===== config.mk =====
export PLATFORM = sky130hd
export DESIGN_NAME = morse_char_keyer
export DESIGN_NICKNAME = d
export VERILOG_FILES = /design/src/design/mck_pkg.sv /design/src/design/mck_ctrl.sv /design/src/design/mck_dpath.sv /design/src/design/morse_char_keyer.sv
export SDC_FILE = /design/constraint.sdc
export NUM_CORES = 1
export LEC_CHECK = 0
export ABC_AREA = 1
export BUFFER_PORTS_ARGS = -buffer_cell sky130_fd_sc_hd__buf_2
export CAP_MARGIN = 10
export CORE_ASPECT_RATIO = 0.6
export CORE_MARGIN = 10
export CORE_UTILIZATION = 61
export DETAILED_ROUTE_END_ITERATION = 10
export PLACE_DENSITY = 0.9
export SLEW_MARGIN = 25
export SYNTH_ARGS = -nofsm -noshare
export SYNTH_HDL_FRONTEND = slang
export SYNTH_HIERARCHICAL = 1
export SYNTH_SLANG_ARGS = --single-unit

===== constraint.sdc =====
create_clock -name clock -period 6.1 [get_ports clock]
set_input_delay 1.525 -clock clock [delete_from_list [all_inputs] [get_ports clock]]
set_output_delay 1.525 -clock clock [all_outputs]
set_load 0.1 [all_outputs]

===== src/design/mck_pkg.sv =====
// mck_pkg: shared types, constants and the morse lookup table for the keyer
// used by mck_ctrl, mck_dpath and morse_char_keyer; depends on nothing

package mck_pkg;

   localparam int CharWidth  = 8;
   localparam int UnitWidth  = 12;
   localparam int DurWidth   = 15;
   localparam int MaxElems   = 6;
   localparam int CountWidth = 3;

   localparam logic [UnitWidth-1:0] UnitReset = 12'd250;

   localparam logic [CharWidth-1:0] CharSpace  = 8'h20;
   localparam logic [CharWidth-1:0] CharLowerA = 8'h61;
   localparam logic [CharWidth-1:0] CharLowerZ = 8'h7a;
   localparam logic [CharWidth-1:0] CaseOffset = 8'h20;

   // controller states
   typedef enum logic [1:0] {
      ST_IDLE,
      ST_MARK,
      ST_ELEM_GAP,
      ST_END_GAP
   } state_type;

   // kind of segment the datapath should place in the output register
   typedef enum logic [1:0] {
      SEG_MARK,
      SEG_ELEM_GAP,
      SEG_END_GAP
   } seg_type;

   // looked-up code: dash bit i belongs to element i, element 0 sent first
   typedef struct packed {
      logic                  is_space;
      logic [CountWidth-1:0] len;
      logic [MaxElems-1:0]   dash;
   } code_type;

   // controller to datapath
   typedef struct packed {
      logic    load;
      logic    emit;
      seg_type seg;
      logic    advance;
   } cmd_type;

   // datapath to controller
   typedef struct packed {
      logic slot_free;
      logic count_zero;
      logic count_one;
   } status_type;

   function automatic code_type mck_lookup(input logic [CharWidth-1:0] raw);
      logic [CharWidth-1:0] c;
      code_type             r;
      c = raw;
      if (raw >= CharLowerA && raw <= CharLowerZ) begin
         c = raw - CaseOffset;
      end
      r.is_space = 1'b0;
      r.len      = 3'd0;
      r.dash     = 6'b000000;
      case (c)
         CharSpace: r.is_space = 1'b1;                  // space
         8'h41: begin r.len = 3'd2; r.dash = 6'b000010; end  // A .-
         8'h42: begin r.len = 3'd4; r.dash = 6'b000001; end  // B -...
         8'h43: begin r.len = 3'd4; r.dash = 6'b000101; end  // C -.-.
         8'h44: begin r.len = 3'd3; r.dash = 6'b000001; end  // D -..
         8'h45: begin r.len = 3'd1; r.dash = 6'b000000; end  // E .
         8'h46: begin r.len = 3'd4; r.dash = 6'b000100; end  // F ..-.
         8'h47: begin r.len = 3'd3; r.dash = 6'b000011; end  // G --.
         8'h48: begin r.len = 3'd4; r.dash = 6'b000000; end  // H ....
         8'h49: begin r.len = 3'd2; r.dash = 6'b000000; end  // I ..
         8'h4a: begin r.len = 3'd4; r.dash = 6'b001110; end  // J .---
         8'h4b: begin r.len = 3'd4; r.dash = 6'b001010; end  // K .-.-
         8'h4c: begin r.len = 3'd4; r.dash = 6'b000010; end  // L .-..
         8'h4d: begin r.len = 3'd2; r.dash = 6'b000011; end  // M --
         8'h4e: begin r.len = 3'd2; r.dash = 6'b000001; end  // N -.
         8'h4f: begin r.len = 3'd3; r.dash = 6'b000111; end  // O ---
         8'h50: begin r.len = 3'd4; r.dash = 6'b000110; end  // P .--.
         8'h51: begin r.len = 3'd4; r.dash = 6'b001011; end  // Q --.-
         8'h52: begin r.len = 3'd3; r.dash = 6'b000010; end  // R .-.
         8'h53: begin r.len = 3'd3; r.dash = 6'b000000; end  // S ...
         8'h54: begin r.len = 3'd1; r.dash = 6'b000001; end  // T -
         8'h55: begin r.len = 3'd3; r.dash = 6'b000100; end  // U ..-
         8'h56: begin r.len = 3'd4; r.dash = 6'b001000; end  // V ...-
         8'h57: begin r.len = 3'd3; r.dash = 6'b000110; end  // W .--
         8'h58: begin r.len = 3'd4; r.dash = 6'b001001; end  // X -..-
         8'h59: begin r.len = 3'd4; r.dash = 6'b001101; end  // Y -.--
         8'h5a: begin r.len = 3'd4; r.dash = 6'b000011; end  // Z --..
         8'h31: begin r.len = 3'd5; r.dash = 6'b011110; end  // 1 .----
         8'h32: begin r.len = 3'd5; r.dash = 6'b011100; end  // 2 ..---
         8'h33: begin r.len = 3'd5; r.dash = 6'b011000; end  // 3 ...--
         8'h34: begin r.len = 3'd5; r.dash = 6'b010000; end  // 4 ....-
         8'h35: begin r.len = 3'd5; r.dash = 6'b000000; end  // 5 .....
         8'h36: begin r.len = 3'd5; r.dash = 6'b000001; end  // 6 -....
         8'h37: begin r.len = 3'd5; r.dash = 6'b000011; end  // 7 --...
         8'h38: begin r.len = 3'd5; r.dash = 6'b000111; end  // 8 ---..
         8'h39: begin r.len = 3'd5; r.dash = 6'b001111; end  // 9 ----.
         8'h30: begin r.len = 3'd5; r.dash = 6'b011111; end  // 0 -----
         8'h2e: begin r.len = 3'd6; r.dash = 6'b101010; end  // . .-.-.-
         8'h2c: begin r.len = 3'd6; r.dash = 6'b110011; end  // , --..--
         8'h3f: begin r.len = 3'd6; r.dash = 6'b001100; end  // ? ..--..
         8'h21: begin r.len = 3'd6; r.dash = 6'b110101; end  // ! -.-.--
         8'h3a: begin r.len = 3'd6; r.dash = 6'b000111; end  // : ---...
         8'h3b: begin r.len = 3'd6; r.dash = 6'b010101; end  // ; -.-.-.
         8'h28: begin r.len = 3'd5; r.dash = 6'b001101; end  // ( -.--.
         8'h29: begin r.len = 3'd6; r.dash = 6'b101101; end  // ) -.--.-
         8'h22: begin r.len = 3'd6; r.dash = 6'b010010; end  // " .-..-.
         8'h40: begin r.len = 3'd6; r.dash = 6'b010110; end  // @ .--.-.
         8'h26: begin r.len = 3'd5; r.dash = 6'b000010; end  // & .-...
         default: r.len = 3'd0;                          // unknown: end gap only
      endcase
      return r;
   endfunction

endpackage


===== src/design/mck_ctrl.sv =====
// mck_ctrl: sequencer that walks one character's marks and gaps
// uses mck_pkg types; drives the datapath through cmd_type, reads status_type

module mck_ctrl (
   input  logic                clock,
   input  logic                reset,
   input  logic                req_valid,
   output logic                req_stall,
   input  mck_pkg::status_type status,
   output mck_pkg::cmd_type    cmd
);

   mck_pkg::state_type state_ff, state_in;

   // state register
   always_ff @(posedge clock) begin
      if (reset) begin
         state_ff <= mck_pkg::ST_IDLE;
      end else begin
         state_ff <= state_in;
      end
   end

   // next state and commands
   always_comb begin
      state_in    = state_ff;
      req_stall   = 1'b1;
      cmd.load    = 1'b0;
      cmd.emit    = 1'b0;
      cmd.seg     = mck_pkg::SEG_END_GAP;
      cmd.advance = 1'b0;
      case (state_ff)
         mck_pkg::ST_IDLE: begin
            req_stall = 1'b0;
            if (req_valid) begin
               cmd.load = 1'b1;
               state_in = mck_pkg::ST_MARK;
            end
         end
         mck_pkg::ST_MARK: begin
            // unknown and space characters carry no elements
            if (status.count_zero) begin
               state_in = mck_pkg::ST_END_GAP;
            end else if (status.slot_free) begin
               cmd.emit = 1'b1;
               cmd.seg  = mck_pkg::SEG_MARK;
               state_in = mck_pkg::ST_ELEM_GAP;
            end
         end
         mck_pkg::ST_ELEM_GAP: begin
            if (status.slot_free) begin
               cmd.emit    = 1'b1;
               cmd.seg     = mck_pkg::SEG_ELEM_GAP;
               cmd.advance = 1'b1;
               state_in    = status.count_one ? mck_pkg::ST_END_GAP : mck_pkg::ST_MARK;
            end
         end
         mck_pkg::ST_END_GAP: begin
            if (status.slot_free) begin
               cmd.emit = 1'b1;
               cmd.seg  = mck_pkg::SEG_END_GAP;
               state_in = mck_pkg::ST_IDLE;
            end
         end
         default: state_in = mck_pkg::ST_IDLE;
      endcase
   end

endmodule


===== src/design/mck_dpath.sv =====
// mck_dpath: unit register, code lookup, element shifter and output register
// uses mck_pkg lookup and types; commanded by mck_ctrl

module mck_dpath (
   input  logic                                clock,
   input  logic                                reset,
   input  logic [mck_pkg::CharWidth-1:0]       req_char_code,
   input  logic                                csr_valid,
   output logic                                csr_ready,
   input  logic [mck_pkg::UnitWidth-1:0]       csr_data,
   output logic                                rsp_valid,
   input  logic                                rsp_stall,
   output logic                                rsp_light_on,
   output logic [mck_pkg::DurWidth-1:0]        rsp_duration_ms,
   output logic                                rsp_last,
   input  mck_pkg::cmd_type                    cmd,
   output mck_pkg::status_type                 status
);

   logic [mck_pkg::UnitWidth-1:0]  unit_ff;
   logic [mck_pkg::MaxElems-1:0]   dash_ff;
   logic [mck_pkg::CountWidth-1:0] count_ff;
   logic                           space_ff;
   logic                           rsp_valid_ff;
   logic                           light_ff, light_in;
   logic                           last_ff, last_in;
   logic [mck_pkg::DurWidth-1:0]   dur_ff, dur_in;
   mck_pkg::code_type              code;
   logic [mck_pkg::DurWidth-1:0]   u1, u3, u6;

   assign csr_ready = 1'b1;

   // unit length register
   always_ff @(posedge clock) begin
      if (reset) begin
         unit_ff <= mck_pkg::UnitReset;
      end else if (csr_valid) begin
         unit_ff <= csr_data;
      end
   end

   // element shifter: the current element always sits in bit 0
   assign code = mck_pkg::mck_lookup(req_char_code);

   always_ff @(posedge clock) begin
      if (reset) begin
         count_ff <= '0;
      end else if (cmd.load) begin
         count_ff <= code.len;
      end else if (cmd.advance) begin
         count_ff <= count_ff - 1'b1;
      end
   end

   always_ff @(posedge clock) begin
      if (cmd.load) begin
         dash_ff  <= code.dash;
         space_ff <= code.is_space;
      end else if (cmd.advance) begin
         dash_ff <= dash_ff >> 1;
      end
   end

   // unit multiples by shift and add
   assign u1 = {{(mck_pkg::DurWidth-mck_pkg::UnitWidth){1'b0}}, unit_ff};
   assign u3 = (u1 << 1) + u1;
   assign u6 = (u1 << 2) + (u1 << 1);

   // next segment
   always_comb begin
      light_in = 1'b0;
      last_in  = 1'b0;
      dur_in   = u1;
      case (cmd.seg)
         mck_pkg::SEG_MARK: begin
            light_in = 1'b1;
            dur_in   = dash_ff[0] ? u3 : u1;
         end
         mck_pkg::SEG_ELEM_GAP: dur_in = u1;
         mck_pkg::SEG_END_GAP: begin
            last_in = 1'b1;
            dur_in  = space_ff ? u6 : u1;
         end
         default: dur_in = u1;
      endcase
   end

   // output register
   assign status.slot_free  = !rsp_valid_ff || !rsp_stall;
   assign status.count_zero = (count_ff == '0);
   assign status.count_one  = (count_ff == {{(mck_pkg::CountWidth-1){1'b0}}, 1'b1});

   always_ff @(posedge clock) begin
      if (reset) begin
         rsp_valid_ff <= 1'b0;
      end else if (cmd.emit) begin
         rsp_valid_ff <= 1'b1;
      end else if (!rsp_stall) begin
         rsp_valid_ff <= 1'b0;
      end
   end

   always_ff @(posedge clock) begin
      if (cmd.emit) begin
         light_ff <= light_in;
         last_ff  <= last_in;
         dur_ff   <= dur_in;
      end
   end

   assign rsp_valid       = rsp_valid_ff;
   assign rsp_light_on    = light_ff;
   assign rsp_duration_ms = dur_ff;
   assign rsp_last        = last_ff;

endmodule


===== src/design/morse_char_keyer.sv =====
// morse_char_keyer: top level joining the sequencer and the datapath
// depends on mck_pkg, mck_ctrl and mck_dpath

// Takes one ASCII character per item (lower case folded to upper case) and
// returns its lamp segments as a run of result items: a mark of one or three
// units and a one-unit gap per element, then a one-unit closing gap flagged
// last; a space yields one six-unit gap and an unknown code only the closing
// gap. Durations are units times the unit length written on the csr port
// (reset 250). One segment enters the output register per cycle when the
// result side does not stall, so a character with elements yields
// 2 * elements + 1 segments, up to 13, after it is accepted, paced by the
// sequencer's walk through the element shifter; a space or an unknown code
// first passes the mark state, finding that it has no elements, before its
// closing gap. A stall on the result side holds the sequencer back.
// The input stalls until the last segment of the character has been issued.

module morse_char_keyer (
   input  logic                          clock,
   input  logic                          reset,
   input  logic                          req_valid,
   output logic                          req_stall,
   input  logic [mck_pkg::CharWidth-1:0] req_char_code,
   input  logic                          csr_valid,
   output logic                          csr_ready,
   input  logic [mck_pkg::UnitWidth-1:0] csr_data,
   output logic                          rsp_valid,
   input  logic                          rsp_stall,
   output logic                          rsp_light_on,
   output logic [mck_pkg::DurWidth-1:0]  rsp_duration_ms,
   output logic                          rsp_last
);

   mck_pkg::cmd_type    cmd;
   mck_pkg::status_type status;

   // sequencer
   mck_ctrl u_ctrl (
      .clock     (clock),
      .reset     (reset),
      .req_valid (req_valid),
      .req_stall (req_stall),
      .status    (status),
      .cmd       (cmd)
   );

   // datapath
   mck_dpath u_dpath (
      .clock           (clock),
      .reset           (reset),
      .req_char_code   (req_char_code),
      .csr_valid       (csr_valid),
      .csr_ready       (csr_ready),
      .csr_data        (csr_data),
      .rsp_valid       (rsp_valid),
      .rsp_stall       (rsp_stall),
      .rsp_light_on    (rsp_light_on),
      .rsp_duration_ms (rsp_duration_ms),
      .rsp_last        (rsp_last),
      .cmd             (cmd),
      .status          (status)
   );

endmodule


==> results.md, run 1 <==
- Clock insertion delay at the later pin of the skew report: 0.29 ns
- Clock buffer depth: 2
- RSZ-0062 raised after global routing: false
- Relative contribution of sequential cells to total power: 0.303
- Port Buffer Count: 43
- DP Area: 3750 um2
- Post-synthesis async set-or-reset flop share: 0
- Crit path required time: 6.18 ns
- Detailed-route wire length on metal 1: 4.67 mm
- Hold bufs inserted after CTS: 0
- Met2 WL post-DR: 3.53 mm
- Die X: 118 um
- Most common cell after layout, fill and taps aside: nand2_1
- Number of CTS-inserted buffers: 5
- Number of global-route vias before repair: 3153
- Count of pins on the block boundary: 45
- Max Used Layer: met4
- Area of the multi-input gates: 2080 um2
- Crit-path slowest cell: nor2_1
- CTS-repair resized insts: 0
- Starting Density: 0.629
- Final Hold Slack: 0.519 ns
- Final period utilization: 0.535
- Core area: 5600 um2
- Layout Cell Area excl Fill: 3880 um2
- Net switching power of the design: 759 uW
- Count of different cell masters after synthesis: 43
- Row Count: 21
- Setup Slack @ Placement: 2.61 ns
- Layout cells sized above 1: 0.177
- Via count of the routed design: 3670
- Internal power: 718 uW
- Least-Margin Pin Slew: 0.599 ns
- Number of diodes: 0
- Total wire length after detailed routing: 10.1 mm
- Final RePlAce weighted congestion: 1.01
- Post-layout min period: 3.26 ns
- Number of max-cap violations: 0
- Number of enable flip-flop cells after synthesis: 24
- Level count of the clock H-tree: 2
- Top-area cell type share of the netlist area: 0.205
- Crit path kind: in -> reg
- Maximum number of pins on one net before global-route repair: 21
- Antenna Violating Nets Remaining: 0
- WL met3: 1.80 mm
- Critical path buffer and inverter count: 4
- Residual overflow from global routing: 0
- Static power due to leakage: 1.90 nW
- Cell types with the largest area share after synthesis: edfxtp_1 (20%), nand2_1 (12%), dfxtp_1 (10%)
- Clock transition time at the flip-flop clock pins of the worst setup and hold paths: 0.08 ns
- Clk network pwr share: 0.174
- Commonest non-fill, non-tap cells in the layout: nand2_1 (108), nor2_1 (63), inv_1 (58)
- Worst IR Drop VDD: 0.374 mV
- Area growth syn-to-layout: 10.3%
- Final worst setup slack: 2.84 ns
- Cells after synthesis: 498
- DRT iter0 DRCs: 523
- Average vias per placed instance: 5.95
- Overall fraction of global-route tracks in use: 0.211
- Result of the run: finished, final reports clean
- Synthesized cell area: 3520 um2
- Total die area: 9310 um2
- Die H: 78.9 um
- Synthesis warning total: 6
- DR WL/cell: 16.3 um
- Top cell type by total area after synthesis: edfxtp_1
- Max transition margin: 0.601
- Largest delay contributor family on the critical path: buffers and inverters
- Mean cell area of the mapped netlist: 7.07 um2
- Number of antenna violations at the first check in global routing: 0
- Arrival time reported for the critical path endpoint: 3.34 ns
- Setup tns final: 0 ns
- Final setup violation count: 0
- CP Max Fanout: 19
- Max Transition Viols Final: 0
- Detail Placement HPWL: 8.02 mm
- Share of the yosys chip area belonging to registers: 0.307
- Total Nets Final: 578
- Switching part of the total: 0.514
- Fill cell count: 498
- Endpoints failing hold: 0
- Max Clock Skew: 0.00472 ns
- Category of the worst setup path launch point: primary input
- Number of clock sinks seen by CTS: 42
- Clock tree root driver cell: clkbuf_8
- Slowest stage delay, CP: 0.35 ns
- Path class of the lowest-slack min-delay path: reg -> reg
- Total of flip-flops plus latches after synthesis: 42
- Most common flop cell mapped by yosys: edfxtp_1
- Portion of total power attributed to combinational logic: 0.523
- Cells along the critical path: buf_2 -> nand2_1 -> inv_1 -> a21oi_1 -> buf_4 -> o21ai_1 -> nor2_1 -> inv_1 -> a21oi_1 -> o21ai_0 -> o221ai_1
- Post-Synthesis Net Count: 540
- Number of buffers added for setup after CTS: 0
- Timing-limited maximum frequency: 307 MHz
- Clock tree from TritonCTS: built
- Length of the first detailed-routing pass in iterations: 6
- Remaining routing DRC violations: 0
- Crit path capture type: flip-flop
- Global-route wire length before repair: 16.4 mm
- Pwr Density: 380 nW/um2
- Sequential cell area: 1080 um2
[final timing paths]
check                       from                         end  slack [ns]  cells after the start
max                    rsp_stall  u_dpath/rsp_duration_ms[2]        2.84                     11
min            u_dpath/rsp_valid           u_dpath/rsp_valid        0.52                      2
max reg2reg  u_dpath/count_ff[0]  u_dpath/rsp_duration_ms[2]        3.40                     14
min reg2reg    u_dpath/rsp_valid           u_dpath/rsp_valid        0.52                      2
[logic make-up (layout without fill, tap and decap cells)]
group	Yosys count	count (layout)	synth area share
other cells	1	1	0.00106
xor+xnor	9	9	0.0224
flops	42	42	0.307
simple gates	250	250	0.340
compound gates	97	97	0.163
fa+ha+maj	17	17	0.0625
buf+inv	82	121	0.104
[cell usage after synthesis (4+ instances only)]
cell,count
nand2_2,4
nand2_1,108
o211ai_1,8
nand3_2,5
nor2_1,63
buf_6,6
o221ai_1,6
edfxtp_1,24
a21oi_1,25
xnor2_1,4
xor2_1,5
o22ai_1,6
o21ai_2,5
nand4_2,5
inv_2,6
nand4_1,10
ha_1,16
dfxtp_1,18
nand3_1,38
nor2_4,4
o21ai_0,32
inv_1,58
o21ai_1,8
clkbuf_1,7
[layout make-up]
class,instances,area share
Multi-Input combinational cell,374,0.534
Sequential cell,42,0.278
Inverter,67,0.0660
Timing Repair Buffer,46,0.0612
Tap cell,80,0.0258
Clock buffer,5,0.0177
Clock inverter,3,0.0164
[tightest hold or removal path, cell delays in order (launching register included)]
cell,delay (ns)
dfxtp_1,0.31
nand2_1,0.09
a21oi_1,0.07
[per-layer routing]
metal | global-route usage | vias up
met3 | 0.0883 | 14
met1 | 0.326 | 1618
met4 | 0.0283 | 0
met5 | 0 | -
met2 | 0.260 | 289
li1 | - | 1749
[flip-flops by register name, indices dropped and copies added, names as in the netlist]
register                 count
u_ctrl/state_ff              2
u_dpath/count_ff             3
u_dpath/dash_ff              6
u_dpath/rsp_duration_ms     15
u_dpath/rsp_last             1
u_dpath/rsp_light_on         1
u_dpath/rsp_valid            1
u_dpath/space_ff             1
u_dpath/unit_ff             12
[per-stage QoR]
step | power (mW) | cells | utilization
global placement | 1.19 | 609 | 0.670
global route | 1.55 | 617 | 0.694
detailed placement | 1.21 | 609 | 0.670
finish | 1.48 | 617 | 0.694
CTS | 1.47 | 617 | 0.694
floorplan | 1.07 | 498 | -
[power groups by stage]
stage                     Sequential (mW)  Clock [mW]  Combinational (mW)
after floorplan                     0.754           0               0.313
after global placement              0.448           0               0.745
after detailed placement            0.452           0               0.758
after CTS                           0.446       0.260               0.763
after global routing                0.455       0.275               0.823
final                               0.447       0.257               0.773
Note: power is estimated with default switching activity, not from simulation.
==> inputs of run 2 (changes only) <==
- CORE_UTILIZATION: 61 -> 53
- PLACE_DENSITY: 0.9 -> 0.84
- clock period: 6.1 -> 2.6 ns (I/O delays scaled with it)
==> run 2 against run 1 <==
  * Register-to-register slack got worse by 3.2 ns
  * Total power increased by 130%
  * Critical path depth unchanged
  * Worst setup slack got worse by 2.6 ns
  * Sequential cell count unchanged
  * Clock power increased by 74%
  * Core utilization decreased by 6.7 points
  * Cell count increased by 1.8%
  * Non-clock buffer count increased by 7
  * Clock-buffer cell count unchanged
  * Largest power group unchanged
==> results.md, run 2 (synthesis results as in run 1) <==
- Final RePlAce weighted congestion: 1.07
- Area of the multi-input gates: 2110 um2
- Max Clock Skew: 0.00846 ns
- Area growth syn-to-layout: 11.7%
- Number of antenna violations at the first check in global routing: 0
- Setup tns final: 0 ns
- Via count of the routed design: 3607
- Endpoints failing hold: 0
- Path class of the lowest-slack min-delay path: in -> reg
- Category of the worst setup path launch point: flip-flop
- Final setup violation count: 0
- Number of global-route vias before repair: 3205
- Antenna Violating Nets Remaining: 0
- Port Buffer Count: 43
- CP Max Fanout: 3
- Layout cells sized above 1: 0.204
- Crit path capture type: flip-flop
- Crit path required time: 2.65 ns
- Result of the run: finished, final reports clean
- Number of CTS-inserted buffers: 5
- DRT iter0 DRCs: 398
- Hold bufs inserted after CTS: 0
- Most common cell after layout, fill and taps aside: nand2_1
- Arrival time reported for the critical path endpoint: 2.46 ns
- Number of buffers added for setup after CTS: 0
- GR met2 Demand/Resource: 0.236
- Crit path kind: reg -> reg
- Clock transition time at the flip-flop clock pins of the worst setup and hold paths: 0.09 ns
- Number of clock sinks seen by CTS: 42
- Count of pins on the block boundary: 45
- Total power consumption of the routed design: 3.35 mW
- Clock tree root driver cell: clkbuf_8
- Global Route met1 Usage: 0.292
- Worst IR Drop VDD: 1.06 mV
- Fill cell count: 571
- Slowest stage delay, CP: 0.42 ns
- Pwr Density: 853 nW/um2
- Number of max-cap violations: 0
- DR WL/cell: 16.4 um
- Cells along the critical path: ha_1 -> fa_1 -> nand3_1 -> nand2_1 -> a21oi_1 -> nor2_1 -> nor2_1 -> xor2_1 -> nand2_1 -> o211ai_1 -> o211ai_1
- Final period utilization: 0.927
- Total die area: 10400 um2
- Residual overflow from global routing: 0
- Total Nets Final: 585
- Remaining routing DRC violations: 0
- Max FFs per register: 15
- Total wire length after detailed routing: 10.3 mm
- Row Count: 22
- Static power due to leakage: 1.92 nW
- Commonest non-fill, non-tap cells in the layout: nand2_1 (108), nor2_1 (59), inv_1 (57)
- Met3 usage: 0.0666
- Average vias per placed instance: 5.74
- Die H: 83.1 um
- Max transition margin: 0.593
- Starting Density: 0.561
- Overall fraction of global-route tracks in use: 0.187
- Max Transition Viols Final: 0
- Post-layout min period: 2.41 ns
- Maximum number of pins on one net before global-route repair: 21
- Clock buffer depth: 2
- Busiest layer in global routing: met1
- RSZ-0062 raised after global routing: false
- Number of diodes: 0
- Crit-path slowest cell: fa_1
- Length of the first detailed-routing pass in iterations: 5
- Core area: 6280 um2
- Clock insertion delay at the later pin of the skew report: 0.30 ns
- Least-Margin Pin Slew: 0.606 ns
- Global-route wire length before repair: 16.5 mm
- Timing-limited maximum frequency: 415 MHz
- Clock tree from TritonCTS: built
- CTS-repair resized insts: 0
- Level count of the clock H-tree: 2
- Die X: 125 um
- Sequential cell area: 1080 um2
- Detail Placement HPWL: 8.36 mm
run 2: cell types whose count changed in the layout (fill, tap and decap cells not counted), sizes merged:
cell	before	now
buf	46	53
bufinv	2	0
clkinvlp	0	1
inv	66	67
run 2: path summary, 6_finish.rpt:
kind / startpoint / end / slack [ns] / cells after the start
setup / recovery: u_dpath/unit_ff[1] / u_dpath/rsp_duration_ms[7] / 0.19 / 11
hold / removal: reset / u_dpath/rsp_valid / 0.53 / 2
hold reg to reg: u_dpath/dash_ff[3] / u_dpath/dash_ff[2] / 0.53 / 2
setup reg to reg: u_dpath/unit_ff[1] / u_dpath/rsp_duration_ms[7] / 0.19 / 11
run 2: cell type report:
| cell class | instances | share of cell area |
|---|---|---|
| well taps | 84 | 0.0267 |
| multi-input cells | 374 | 0.536 |
| repair buffers | 53 | 0.0738 |
| clock buffers | 5 | 0.0175 |
| flip-flops and latches | 42 | 0.275 |
| inverters | 67 | 0.0652 |
| clock inverters | 3 | 0.00636 |
run 2: layer usage:
metal / vias to the layer above / part of all wire
met5: - / 0
met4: 0 / 0.0052
met3: 8 / 0.15
met2: 216 / 0.37
met1: 1619 / 0.48
li1: 1764 / -
run 2: report_power, final:
part           total, mW  switching (mW)  internal, mW
clock              0.448           0.254         0.194
sequential          1.05           0.101         0.944
combinational       1.86            1.48         0.382
run 2: critical path: cells and delay by family (launching register included):
kind                       cells  cell delay, ns
DFF                            1            0.33
and+or+nand+nor                5            0.49
xor gates and xnor gates       1            0.30
AOI/OAI and AO/OA              3            0.37
adders and majority gates      2            0.67
run 2: stage by stage:
step / util / instances / worst slack [ns] / hold WS [ns] / cell area [um2]
final: 0.627 / 628 / 0.190 / 0.530 / 3930
after global routing: 0.627 / 628 / 0.0167 / 0.538 / 3930
after CTS: 0.624 / 628 / 0.153 / 0.525 / 3910
after detailed placement: 0.609 / 620 / 0.0438 / 0.530 / 3820
after global placement: 0.609 / 620 / 0.121 / 0.500 / 3820
after floorplan: - / 498 / 0.0790 / 0.486 / 3530
==> inputs of run 3 (changes only) <==
==> constraint.sdc (replaced) <==
create_clock -name clock -period 2.6 [get_ports clock]
set_input_delay 0.52 -clock clock [delete_from_list [all_inputs] [get_ports clock]]
set_output_delay 0.52 -clock clock [all_outputs]
set_load 0.1 [all_outputs]
==> run 3 against run 2 <==
  * Routed wire length down 4.3%
  * Largest power group unchanged
  * Sequential power about the same
  * Fmax down 0.40%
  * Total power up 0.40%
  * Worst hold slack worse by 0.11 ns
  * Non-clock buffer count down 5
  * Largest cell class unchanged
  * Global-route usage down 1.1 points
==> results.md, run 3 (synthesis results as in run 1) <==
- Via count of the routed design: 3576
- Static power due to leakage: 1.90 nW
- Number of max-cap violations: 0
- Setup slack of the worst register-to-register path: 0.18 ns
- Crit path capture type: flip-flop
- Category of the worst setup path launch point: flip-flop
- Number of diodes: 0
- Max FFs per register: 15
- Maximum number of pins on one net before global-route repair: 21
- Number of antenna violations at the first check in global routing: 0
- Number of global-route vias before repair: 3121
- Worst IR Drop VDD: 1.10 mV
- Final setup violation count: 0
- Number of CTS-inserted buffers: 5
- Detail Placement HPWL: 7.92 mm
- Hold Crit Depth: 2
- Max transition margin: 0.610
- Total wire length after detailed routing: 9.84 mm
- Final RePlAce weighted congestion: 1.03
- Result of the run: finished, final reports clean
- Final core utilization: 0.623
- Fill cell count: 560
- Worst Hold Endpoint: u_dpath/rsp_valid
- Layout Cell Area excl Fill: 3910 um2
- Total power consumption of the routed design: 3.37 mW
- Remaining routing DRC violations: 0
- Number of clock sinks seen by CTS: 42
- Max Clock Skew: 0.00802 ns
- Commonest non-fill, non-tap cells in the layout: nand2_1 (108), nor2_1 (61), inv_1 (57)
- Area of the multi-input gates: 2110 um2
- Length in cells of the worst reg-to-reg path: 16
- Worst R2R Start: u_dpath/count_ff[0]
- DP Area: 3780 um2
- Level count of the clock H-tree: 2
- Timing-limited maximum frequency: 413 MHz
- Clock tree from TritonCTS: built
- Overall fraction of global-route tracks in use: 0.176
- DR WL/cell: 15.8 um
- DRT iter0 DRCs: 451
- Port Buffer Count: 43
- Length of the first detailed-routing pass in iterations: 5
- Area growth syn-to-layout: 11.1%
- Hold bufs inserted after CTS: 0
- Clock buffer depth: 2
- Count of pins on the block boundary: 45
- Number of buffers added for setup after CTS: 0
- Row Count: 22
- DP Cell Count: 615
- Residual overflow from global routing: 0
- Max Transition Viols Final: 0
- Starting Density: 0.561
- Least-Margin Pin Slew: 0.578 ns
- Endpoints failing hold: 0
- Pwr Density: 861 nW/um2
- Total Nets Final: 580
- Final Hold Slack: 0.424 ns
- Worst hold start: reset
- Sequential cell area: 1080 um2
- Critical register-to-register path endpoint: u_dpath/rsp_duration_ms[10]
- Total die area: 10400 um2
- Number of standard cells in the final layout excluding fillers: 623
- Crit path kind: reg -> reg
- Antenna Violating Nets Remaining: 0
- Final period utilization: 0.931
- Global-route wire length before repair: 15.7 mm
- Crit path required time: 2.75 ns
- Clock tree root driver cell: clkbuf_8
- Die H: 83.1 um
- Core area: 6280 um2
- Most common cell after layout, fill and taps aside: nand2_1
- Die X: 125 um
- Average vias per placed instance: 5.74
- Path class of the lowest-slack min-delay path: in -> reg
- Clock insertion delay at the later pin of the skew report: 0.29 ns
- Clock transition time at the flip-flop clock pins of the worst setup and hold paths: 0.07 ns
- Post-layout min period: 2.42 ns
- Arrival time reported for the critical path endpoint: 2.57 ns
- CP Max Fanout: 7
- Layout cells sized above 1: 0.195
-- run 3: final cells by class --
type	instances	share of cell area
Clock buffer	6	0.0185
Clock inverter	2	0.00959
Inverter	67	0.0656
Multi-Input combinational cell	374	0.538
Sequential cell	42	0.277
Tap cell	84	0.0269
Timing Repair Buffer	48	0.0646
-- run 3: power by group --
group          switching [mW]  internal [mW]
registers               0.102          0.944
clock network           0.218          0.286
logic                    1.44          0.372
-- run 3: critical path, cell delays in order, from the launching register on --
cell and delay [ns]:
dfxtp_1 0.33, inv_1 0.11, ha_1 0.17, inv_1 0.04
nor2_1 0.07, inv_1 0.07, nand2_1 0.13, a21oi_4 0.07
o21ai_1 0.13, inv_1 0.07, nor2_1 0.18, inv_1 0.10
nor2_1 0.35, nor2_1 0.14, o22ai_1 0.19, inv_1 0.06
nand2_1 0.08
-- run 3: how the worst max path moves through the flow --
stage,to,cells after the start,start,slack [ns]
finish,u_dpath/rsp_duration_ms[10],16,u_dpath/count_ff[0],0.18
global route,u_dpath/rsp_duration_ms[10],16,u_dpath/count_ff[0],-0.0001
CTS,u_dpath/rsp_duration_ms[7],11,u_dpath/unit_ff[1],0.1
detailed placement,u_dpath/rsp_duration_ms[7],11,u_dpath/unit_ff[1],0.12
global placement,u_dpath/rsp_duration_ms[11],10,u_dpath/unit_ff[1],0.15
floorplan,u_dpath/rsp_duration_ms[10],13,u_dpath/rsp_valid,0.08
-- run 3: metrics by stage --
stage | setup WS (ns) | TNS, ns
floorplan | 0.0790 | 0
global placement | 0.147 | 0
detailed placement | 0.122 | 0
CTS | 0.0962 | 0
global route | -0.000106 | -0.000106
finish | 0.180 | 0
-- run 3: metal layers --
metal  track usage  routed length, um  vias up
li1              -                  -     1749
met1         0.271               4830     1613
met2         0.210               3390      206
met3        0.0819               1550        8
met4        0.0290                 63        0
met5             0                  0        -
-- run 3: repair_timing --
item,CTS,global route
gates resized for setup,0,7
setup endpoints to repair,0,6
hold endpoints to repair,0,0
